===== src/hw/rtl/qsrt_pkg.sv =====
// ----------------------------------------------------------------------------
// qsrt_pkg
// shared constants, request codes, control words and sequence compares
// for the quiescent-state reclaim tracker
// ----------------------------------------------------------------------------
package qsrt_pkg;

	localparam int QSRT_SLOT_COUNT = 16;

	localparam logic [63:0] SEQ_OFFLINE = 64'd0;
	localparam logic [63:0] SEQ_INITIAL = 64'd1;
	localparam logic [63:0] SEQ_INCR    = 64'd2;

	localparam logic [2:0] REQ_ADVANCE    = 3'd0;
	localparam logic [2:0] REQ_POLL       = 3'd1;
	localparam logic [2:0] REQ_ONLINE     = 3'd2;
	localparam logic [2:0] REQ_OFFLINE    = 3'd3;
	localparam logic [2:0] REQ_REGISTER   = 3'd4;
	localparam logic [2:0] REQ_UNREGISTER = 3'd5;

	typedef struct packed {
		logic load;
		logic decode;
		logic scan_step;
		logic update;
		logic reply;
		logic alloc_step;
	} qsrt_cmd_t;

	typedef struct packed {
		logic is_poll;
		logic is_reg;
		logic poll_hit;
		logic scan_end;
		logic alloc_end;
	} qsrt_stat_t;

	function automatic logic seq_before(input logic [63:0] a, input logic [63:0] b);
		logic [63:0] d;
		d = a - b;
		return d[63];
	endfunction

	function automatic logic seq_at_or_before(input logic [63:0] a, input logic [63:0] b);
		return (a == b) || seq_before(a, b);
	endfunction

endpackage


===== src/hw/rtl/qsrt_ram.sv =====
// ----------------------------------------------------------------------------
// qsrt_ram
// generic single write port ram with one registered read port
// ----------------------------------------------------------------------------
module qsrt_ram #(
	parameter int WIDTH = 64,
	parameter int DEPTH = 16
) (
	input  logic                                  clk,
	input  logic                                  we,
	input  logic [((DEPTH > 1) ? $clog2(DEPTH) : 1)-1:0] waddr,
	input  logic [WIDTH-1:0]                      wdata,
	input  logic                                  re,
	input  logic [((DEPTH > 1) ? $clog2(DEPTH) : 1)-1:0] raddr,
	output logic [WIDTH-1:0]                      rdata
);

	logic [WIDTH-1:0] mem [DEPTH];

	always_ff @(posedge clk) begin
		if (we) begin
			mem[waddr] <= wdata;
		end
		if (re) begin
			rdata <= mem[raddr];
		end
	end

endmodule


===== src/hw/rtl/qsrt_datapath.sv =====
// ----------------------------------------------------------------------------
// qsrt_datapath
// sequence registers, slot flags, slot sequence ram, scan and allocation
// counter, and the registered result word
// ----------------------------------------------------------------------------
module qsrt_datapath #(
	parameter int SLOT_COUNT = qsrt_pkg::QSRT_SLOT_COUNT
) (
	input  logic                  clk,
	input  logic                  arst_n,
	input  logic [2:0]            req_type,
	input  logic [3:0]            slot,
	input  logic [63:0]           goal,
	input  qsrt_pkg::qsrt_cmd_t   cmd,
	output qsrt_pkg::qsrt_stat_t  stat,
	output logic                  done,
	output logic                  reached,
	output logic [63:0]           seq_value,
	output logic [3:0]            slot_granted,
	output logic                  status
);
	import qsrt_pkg::*;

	localparam int IW = (SLOT_COUNT > 1) ? $clog2(SLOT_COUNT) : 1;
	localparam int CW = $clog2(SLOT_COUNT + 1);
	localparam int XW = (IW > 4) ? IW : 4;
	localparam int KW = XW + 1;
	localparam logic [CW-1:0] CntLast = CW'(SLOT_COUNT - 1);
	localparam logic [CW-1:0] CntEnd  = CW'(SLOT_COUNT);
	localparam logic [KW-1:0] SlotLim = KW'(SLOT_COUNT);

	logic [2:0]            req_q;
	logic [3:0]            slot_q;
	logic [63:0]           goal_q;
	logic [63:0]           write_seq_q;
	logic [63:0]           read_seq_q;
	logic [63:0]           min_q;
	logic [CW-1:0]         cnt_q;
	logic                  pend_s1;
	logic                  valid_s1;
	logic [SLOT_COUNT-1:0] busy_q;
	logic [SLOT_COUNT-1:0] valid_q;

	logic                  done_q;
	logic                  reached_q;
	logic [63:0]           seq_value_q;
	logic [3:0]            slot_granted_q;
	logic                  status_q;

	logic [XW-1:0]         slot_x;
	logic [IW-1:0]         slot_idx;
	logic                  slot_ok;
	logic [IW-1:0]         cnt_idx;
	logic [XW-1:0]         cnt_x;
	logic                  issue;
	logic                  slot_free;
	logic [63:0]           write_inc;
	logic [63:0]           ram_rdata;
	logic [63:0]           scan_val;
	logic                  ram_we;

	logic                  res_vld;
	logic                  res_reached;
	logic [63:0]           res_seq;
	logic [3:0]            res_grant;
	logic                  res_status;

	assign slot_x    = XW'(slot_q);
	assign slot_idx  = slot_x[IW-1:0];
	assign slot_ok   = KW'(slot_q) < SlotLim;
	assign cnt_idx   = cnt_q[IW-1:0];
	assign cnt_x     = XW'(cnt_idx);
	assign issue     = cmd.scan_step && (cnt_q != CntEnd);
	assign slot_free = !busy_q[cnt_idx];
	assign write_inc = write_seq_q + SEQ_INCR;
	assign scan_val  = valid_s1 ? ram_rdata : SEQ_OFFLINE;
	assign ram_we    = cmd.decode && (req_q == REQ_ONLINE) && slot_ok;

	assign stat.is_poll   = (req_q == REQ_POLL);
	assign stat.is_reg    = (req_q == REQ_REGISTER);
	assign stat.poll_hit  = seq_at_or_before(goal_q, read_seq_q);
	assign stat.scan_end  = (cnt_q == CntEnd) && !pend_s1;
	assign stat.alloc_end = slot_free || (cnt_q == CntLast);

	qsrt_ram #(
		.WIDTH(64),
		.DEPTH(SLOT_COUNT)
	) u_slot_ram (
		.clk  (clk),
		.we   (ram_we),
		.waddr(slot_idx),
		.wdata(write_seq_q),
		.re   (issue),
		.raddr(cnt_idx),
		.rdata(ram_rdata)
	);

	always_comb begin
		res_vld     = 1'b0;
		res_reached = 1'b0;
		res_seq     = '0;
		res_grant   = '0;
		res_status  = 1'b0;
		if (cmd.decode) begin
			case (req_q)
				REQ_ADVANCE: begin
					res_vld = 1'b1;
					res_seq = write_inc;
				end
				REQ_POLL: begin
					if (stat.poll_hit) begin
						res_vld     = 1'b1;
						res_reached = 1'b1;
						res_seq     = read_seq_q;
					end
				end
				REQ_REGISTER: begin
					res_vld = 1'b0;
				end
				default: begin
					res_vld = 1'b1;
				end
			endcase
		end
		if (cmd.reply) begin
			res_vld     = 1'b1;
			res_reached = seq_at_or_before(goal_q, read_seq_q);
			res_seq     = read_seq_q;
		end
		if (cmd.alloc_step && stat.alloc_end) begin
			res_vld    = 1'b1;
			res_grant  = slot_free ? cnt_x[3:0] : 4'd0;
			res_status = !slot_free;
		end
	end

	always_ff @(posedge clk or negedge arst_n) begin
		if (!arst_n) begin
			req_q          <= REQ_ADVANCE;
			write_seq_q    <= SEQ_INITIAL;
			read_seq_q     <= SEQ_INITIAL;
			cnt_q          <= '0;
			pend_s1        <= 1'b0;
			busy_q         <= '0;
			valid_q        <= '0;
			done_q         <= 1'b0;
			reached_q      <= 1'b0;
			seq_value_q    <= '0;
			slot_granted_q <= '0;
			status_q       <= 1'b0;
		end else begin
			done_q <= res_vld;
			if (res_vld) begin
				reached_q      <= res_reached;
				seq_value_q    <= res_seq;
				slot_granted_q <= res_grant;
				status_q       <= res_status;
			end
			if (cmd.load) begin
				req_q   <= req_type;
				cnt_q   <= '0;
				pend_s1 <= 1'b0;
			end
			if (cmd.decode) begin
				case (req_q)
					REQ_ADVANCE: begin
						write_seq_q <= write_inc;
					end
					REQ_ONLINE: begin
						if (slot_ok) begin
							valid_q[slot_idx] <= 1'b1;
						end
					end
					REQ_OFFLINE: begin
						if (slot_ok) begin
							valid_q[slot_idx] <= 1'b0;
						end
					end
					REQ_UNREGISTER: begin
						if (slot_ok) begin
							busy_q[slot_idx] <= 1'b0;
						end
					end
					default: begin
					end
				endcase
			end
			if (cmd.scan_step) begin
				pend_s1 <= issue;
				if (issue) begin
					cnt_q <= cnt_q + 1'b1;
				end
			end
			if (cmd.update && seq_before(read_seq_q, min_q)) begin
				read_seq_q <= min_q;
			end
			if (cmd.alloc_step) begin
				if (slot_free) begin
					busy_q[cnt_idx] <= 1'b1;
				end else if (cnt_q != CntLast) begin
					cnt_q <= cnt_q + 1'b1;
				end
			end
		end
	end

	// request capture and running minimum
	always_ff @(posedge clk) begin
		if (cmd.load) begin
			slot_q <= slot;
			goal_q <= goal;
			min_q  <= write_seq_q;
		end
		if (cmd.scan_step) begin
			valid_s1 <= valid_q[cnt_idx];
			if (pend_s1 && (scan_val != SEQ_OFFLINE) && seq_before(scan_val, min_q)) begin
				min_q <= scan_val;
			end
		end
	end

	assign done         = done_q;
	assign reached      = reached_q;
	assign seq_value    = seq_value_q;
	assign slot_granted = slot_granted_q;
	assign status       = status_q;

endmodule


===== src/hw/rtl/qsrt_ctrl.sv =====
// ----------------------------------------------------------------------------
// qsrt_ctrl
// request sequencer: decode, poll scan, read sequence update, slot allocation
// ----------------------------------------------------------------------------
module qsrt_ctrl (
	input  logic                 clk,
	input  logic                 arst_n,
	input  logic                 start,
	output logic                 busy,
	input  qsrt_pkg::qsrt_stat_t stat,
	output qsrt_pkg::qsrt_cmd_t  cmd
);
	import qsrt_pkg::*;

	typedef enum logic [5:0] {
		ST_IDLE   = 6'b000001,
		ST_DECODE = 6'b000010,
		ST_SCAN   = 6'b000100,
		ST_UPDATE = 6'b001000,
		ST_REPLY  = 6'b010000,
		ST_ALLOC  = 6'b100000
	} state_t;

	state_t state_q;
	state_t state_nxt;

	always_comb begin
		state_nxt = state_q;
		cmd       = '0;
		case (state_q)
			ST_IDLE: begin
				if (start) begin
					cmd.load  = 1'b1;
					state_nxt = ST_DECODE;
				end
			end
			ST_DECODE: begin
				cmd.decode = 1'b1;
				if (stat.is_reg) begin
					state_nxt = ST_ALLOC;
				end else if (stat.is_poll && !stat.poll_hit) begin
					state_nxt = ST_SCAN;
				end else begin
					state_nxt = ST_IDLE;
				end
			end
			ST_SCAN: begin
				cmd.scan_step = 1'b1;
				if (stat.scan_end) begin
					state_nxt = ST_UPDATE;
				end
			end
			ST_UPDATE: begin
				cmd.update = 1'b1;
				state_nxt  = ST_REPLY;
			end
			ST_REPLY: begin
				cmd.reply = 1'b1;
				state_nxt = ST_IDLE;
			end
			ST_ALLOC: begin
				cmd.alloc_step = 1'b1;
				if (stat.alloc_end) begin
					state_nxt = ST_IDLE;
				end
			end
			default: begin
				state_nxt = ST_IDLE;
			end
		endcase
	end

	always_ff @(posedge clk or negedge arst_n) begin
		if (!arst_n) begin
			state_q <= ST_IDLE;
		end else begin
			state_q <= state_nxt;
		end
	end

	assign busy = (state_q != ST_IDLE);

endmodule


===== src/hw/rtl/quiescent_state_reclaim_tracker_core.sv =====
// ----------------------------------------------------------------------------
// quiescent_state_reclaim_tracker_core
// result strobe: registered from decode for advance, online, offline, unregister,
// unknown requests and polls already reached; from reply after scan and update
// for a poll that scans the slot ram (one read per cycle); from the allocation
// step for register (one slot flag tested per cycle). one word in flight; next
// start taken in the cycle the result strobe is high. results cannot be stalled.
// reset: asynchronous, active low; sequences back to 1, all slots free/offline
// ----------------------------------------------------------------------------
module quiescent_state_reclaim_tracker_core #(
	parameter int SLOT_COUNT = qsrt_pkg::QSRT_SLOT_COUNT
) (
	input  logic        clk,
	input  logic        arst_n,
	input  logic        start,
	output logic        busy,
	input  logic [2:0]  req_type,
	input  logic [3:0]  slot,
	input  logic [63:0] goal,
	output logic        done,
	output logic        reached,
	output logic [63:0] seq_value,
	output logic [3:0]  slot_granted,
	output logic        status
);
	import qsrt_pkg::*;

	qsrt_cmd_t  cmd;
	qsrt_stat_t stat;

	qsrt_ctrl u_ctrl (
		.clk   (clk),
		.arst_n(arst_n),
		.start (start),
		.busy  (busy),
		.stat  (stat),
		.cmd   (cmd)
	);

	qsrt_datapath #(
		.SLOT_COUNT(SLOT_COUNT)
	) u_datapath (
		.clk         (clk),
		.arst_n      (arst_n),
		.req_type    (req_type),
		.slot        (slot),
		.goal        (goal),
		.cmd         (cmd),
		.stat        (stat),
		.done        (done),
		.reached     (reached),
		.seq_value   (seq_value),
		.slot_granted(slot_granted),
		.status      (status)
	);

`ifndef SYNTHESIS
	a_accept_busy: assert property (@(posedge clk) disable iff (!arst_n)
		(start && !busy) |=> busy)
		else $error("accepted word did not raise busy");

	a_done_idle: assert property (@(posedge clk) disable iff (!arst_n)
		done |-> !busy)
		else $error("result strobe while still busy");

	a_done_single: assert property (@(posedge clk) disable iff (!arst_n)
		done |=> !done)
		else $error("two result strobes back to back");

	a_full_fields: assert property (@(posedge clk) disable iff (!arst_n)
		(done && status) |-> (slot_granted == 4'd0 && seq_value == 64'd0 && !reached))
		else $error("full pool result carries nonzero fields");
`endif

endmodule


===== config.mk =====
export PLATFORM = sky130hd
export DESIGN_NAME = quiescent_state_reclaim_tracker_core
export DESIGN_NICKNAME = d
export VERILOG_FILES = /design/src/hw/rtl/qsrt_pkg.sv /design/src/hw/rtl/qsrt_ram.sv /design/src/hw/rtl/qsrt_datapath.sv /design/src/hw/rtl/qsrt_ctrl.sv /design/src/hw/rtl/quiescent_state_reclaim_tracker_core.sv
export SDC_FILE = /design/constraint.sdc
export NUM_CORES = 2
export LEC_CHECK = 0
export BUFFER_PORTS_ARGS = -buffer_cell sky130_fd_sc_hd__buf_2
export CAP_MARGIN = 5
export CORE_ASPECT_RATIO = 1.2
export CORE_UTILIZATION = 50
export CTS_BUF_LIST = sky130_fd_sc_hd__clkbuf_16
export DETAILED_ROUTE_END_ITERATION = 7
export PLACE_DENSITY_LB_ADDON = 0.05
export SYNTH_ARGS = -nofsm -noshare
export SYNTH_HDL_FRONTEND = slang
export SYNTH_SLANG_ARGS = --single-unit

===== constraint.sdc =====
create_clock -name clk -period 15.7 [get_ports clk]
set_input_delay 3.14 -clock clk [delete_from_list [all_inputs] [get_ports clk]]
set_output_delay 3.14 -clock clk [all_outputs]
set_load 0.01 [all_outputs]

==> flow_summary.json <==
{
  "track_usage": 0.273,
  "synth_edf_count": 1140,
  "first_pass_iters": 5,
  "final_cell_area_um2": 68600,
  "vias": 34200,
  "cp_max_fo": 4,
  "yosysTopAreaCellShare": 0.558,
  "drt_iter0_markers": 3295,
  "ys.flop_type": "edfxtp_1",
  "post_cts_buffers": 0,
  "io_buffers": 145,
  "antenna_found_initial": 8,
  "hold_slack_ps": 482,
  "antenna_left": 0,
  "grt_overflow": 0,
  "setup_ws_ps": 10440,
  "drc": 0,
  "cts_num_sinks": 1449,
  "worstSkewPairLatency_ps": 790,
  "skew_ps": 32.1,
  "tns_ps": 0,
  "max-cap-violations": 0,
  "dp_slack_ps": 10410,
  "fmax_mhz": 190,
  "placed_area_um2": 64000,
  "drive_gt1_frac": 0.208,
  "die_h_um": 386,
  "ir_drop_uv": 99.0,
  "netlist_top_cells_area": "edfxtp_1 (56%), mux4_2 (12%), dfrtp_1 (9.9%)",
  "place_hpwl_um": 100000,
  "synth_area_um2": 61400,
  "io_pins": 146,
  "period_share": 0.335,
  "ys_seq_elements": 1449,
  "p_per_area_nw_per_um2": 121,
  "fin_util": 0.565,
  "p_switching_mw": 1.96,
  "p_int_mw": 6.33,
  "start_util": 0.505,
  "grt_max_degree": 104,
  "p_comb_frac": 0.062,
  "criticalPathCategory": "reg2out",
  "drt-vias-per-instance": 6.16,
  "leakagePower_nw": 26.6,
  "synthesis.nets": 3871,
  "switching_share": 0.236,
  "seq_area_frac_synth": 0.679,
  "finalSetupViolations": 0,
  "cts_tree": "built",
  "grt_pass1_wl_um": 241000,
  "power.share.sequential": 0.531,
  "slew_viol_final": 0,
  "ys_types": 69,
  "clockBufferDepth": 3,
  "synth.avg_cell_area_um2": 17.0,
  "worstPathRequired_ps": 12560,
  "critPathLaunchType": "flop",
  "status": "completed",
  "clkTransAtPathRegs_ps": 60,
  "dieArea_um2": 124000,
  "post_cts_resized": 0,
  "wire_per_inst_um": 30.0,
  "syn_inst": 3604,
  "fin_crit_ps": 5260,
  "ys_warn_count": 0,
  "cts-root-buf": "clkbuf_16",
  "nets": 4058,
  "core_area_um2": 122000,
  "cp.arrival_ps": 2120,
  "gp_congestion": 0.879,
  "grt_pass1_vias": 34600,
  "yosysTopAreaCell": "edfxtp_1",
  "grt_setup_unrepaired": "no",
  "num_rows": 140,
  "synthArstFlopShare": 0.169,
  "chipWidth_um": 322,
  "fin_cells": 5547,
  "hold_viol": 0,
  "htree_levels": 4,
  "power_frac_clock": 0.407,
  "postCtsHoldBufs": 0,
  "maxSlewHeadroom": 0.204,
  "endpoint_kind": "output pin",
  "worst_slew_pin_slew_ps": 1180,
  "syn2layout_area_growth_pct": 11.9,
  "cts-buffers-inserted": 149,
  "hp-class": "reg2reg",
  "p_total_mw": 8.29,
  "wl_um": 166000,
  "placed_cells": 5273
}
final timing paths:
path | slack, ps | depth (start not counted) | start | end
max in group asynchronous | 11360 | 3 | arst_n | u_datapath.seq_value[36]$_DFFE_PN0P_
min reg2reg | 480 | 1 | u_datapath.seq_value[2]$_DFFE_PN0P_ | u_datapath.seq_value[2]$_DFFE_PN0P_
max reg2reg | 10620 | 12 | u_datapath.read_seq_q[42]$_DFFE_PN0P_ | u_datapath.seq_value[31]$_DFFE_PN0P_
max | 10440 | 3 | u_ctrl.state_q[3]$_DFFE_PN0P_ | busy
min | 480 | 1 | u_datapath.seq_value[2]$_DFFE_PN0P_ | u_datapath.seq_value[2]$_DFFE_PN0P_
min in group asynchronous | 2270 | 1 | arst_n | u_datapath.seq_value[18]$_DFFE_PN0P_
final cells by class:
cell class / instances / area (um2)
Antenna cell: 1 / 2.50
Clock buffer: 152 / 3800
Clock inverter: 121 / 810
Fill cell: 9414 / 52900
Inverter: 206 / 776
Multi-Input combinational cell: 1775 / 18300
Sequential cell: 1449 / 41700
Tap cell: 1633 / 2040
Timing Repair Buffer: 210 / 1230
synth_stat cells, types with 7 or more instances:
| cell type | n |
|---|---|
| edfxtp_1 | 1140 |
| mux4_2 | 325 |
| dfrtp_1 | 243 |
| inv_1 | 206 |
| ha_1 | 193 |
| nor2_1 | 167 |
| nand2_1 | 126 |
| mux2i_1 | 124 |
| clkbuf_1 | 122 |
| a21oi_1 | 75 |
| and2_1 | 69 |
| o21ai_0 | 67 |
| dfxtp_1 | 64 |
| a221oi_1 | 62 |
| nand3_1 | 59 |
| xor2_1 | 59 |
| xnor2_1 | 58 |
| a22o_1 | 51 |
| nand4_1 | 46 |
| nor3_1 | 42 |
| a221o_1 | 34 |
| mux2_2 | 33 |
| a21o_1 | 23 |
| buf_1 | 21 |
| o31ai_1 | 20 |
| and3_1 | 16 |
| buf_6 | 15 |
| nand2b_1 | 15 |
| a211oi_1 | 13 |
| buf_2 | 11 |
| nor4_1 | 10 |
| or3_1 | 9 |
| nor2b_1 | 7 |
layer usage:
metal / vias to the layer above / wire length (um) / track usage / part of all wire
li1: 14500 / - / - / -
met1: 18100 / 70800 / 0.389 / 0.43
met2: 1319 / 79500 / 0.431 / 0.48
met3: 244 / 12000 / 0.0534 / 0.072
met4: 8 / 3930 / 0.0766 / 0.024
met5: - / 46 / 0 / 0.00028
layout by cell type, fill, tap and decap left out, types with 7 or more instances in the layout:
master | Yosys | layout
mux2i_1 | 124 | 123
ha_1 | 193 | 193
dfxtp_1 | 64 | 64
clkinv_1 | 0 | 42
nand3_1 | 59 | 59
inv_1 | 206 | 236
edfxtp_1 | 1140 | 1140
or3_1 | 9 | 9
o21ai_0 | 67 | 67
buf_2 | 11 | 145
a221o_1 | 34 | 34
mux2_2 | 33 | 33
a211oi_1 | 13 | 13
a21oi_1 | 75 | 75
nand2_1 | 126 | 126
nor2_4 | 0 | 13
a221oi_1 | 62 | 62
nand2b_1 | 15 | 14
nor2b_1 | 7 | 7
bufinv_16 | 0 | 8
xor2_1 | 59 | 59
nor2_1 | 167 | 153
a21o_1 | 23 | 23
nand4_1 | 46 | 46
o31ai_1 | 20 | 19
xnor2_1 | 58 | 58
nor3_1 | 42 | 38
buf_4 | 5 | 63
clkinv_2 | 0 | 28
mux4_2 | 325 | 325
nor4_1 | 10 | 10
dfrtp_1 | 243 | 239
and3_1 | 16 | 16
and2_1 | 69 | 68
clkbuf_16 | 0 | 152
a22o_1 | 51 | 51
worst max-delay path, stage by stage, from the launching register on:
cell,delay (ps)
dfrtp_1,430
nor4_1,470
nand3b_1,250
buf_2,210
state kept, by name, summed over array words and instances (netlist names), 5 cells and up, named ones only:
name / flops
u_datapath.u_slot_ram.mem: 1008
u_ctrl.state_q: 6
u_datapath.goal_q: 64
u_datapath.write_seq_q: 63
u_datapath.busy_q: 16
u_datapath.min_q: 64
u_datapath.read_seq_q: 64
u_datapath.u_slot_ram.rdata: 63
u_datapath.cnt_q: 5
u_datapath.seq_value: 64
power by group through the flow:
stage | Combinational, mW | Clock (mW) | Sequential (mW)
after detailed placement | 0.511 | 0 | 4.47
final | 0.514 | 3.38 | 4.40
after global placement | 0.500 | 0 | 4.46
after CTS | 0.514 | 3.44 | 4.39
after global routing | 0.558 | 3.58 | 4.41
after floorplan | 0.353 | 0 | 4.40
kinds of logic (layout without fill, tap and decap cells):
kind of cell	Yosys count	count (layout)	share of synthesized area
DFF	1449	1449	0.679
and+or+nand+nor	600	600	0.0486
muxes	482	482	0.146
AOI/OAI and AO/OA	383	383	0.0454
buffers and inverters	380	689	0.0256
adders and majority gates	193	193	0.0394
xor gates and xnor gates	117	117	0.0167
other	0	1	0
Note: power is estimated with default switching activity, not from simulation.
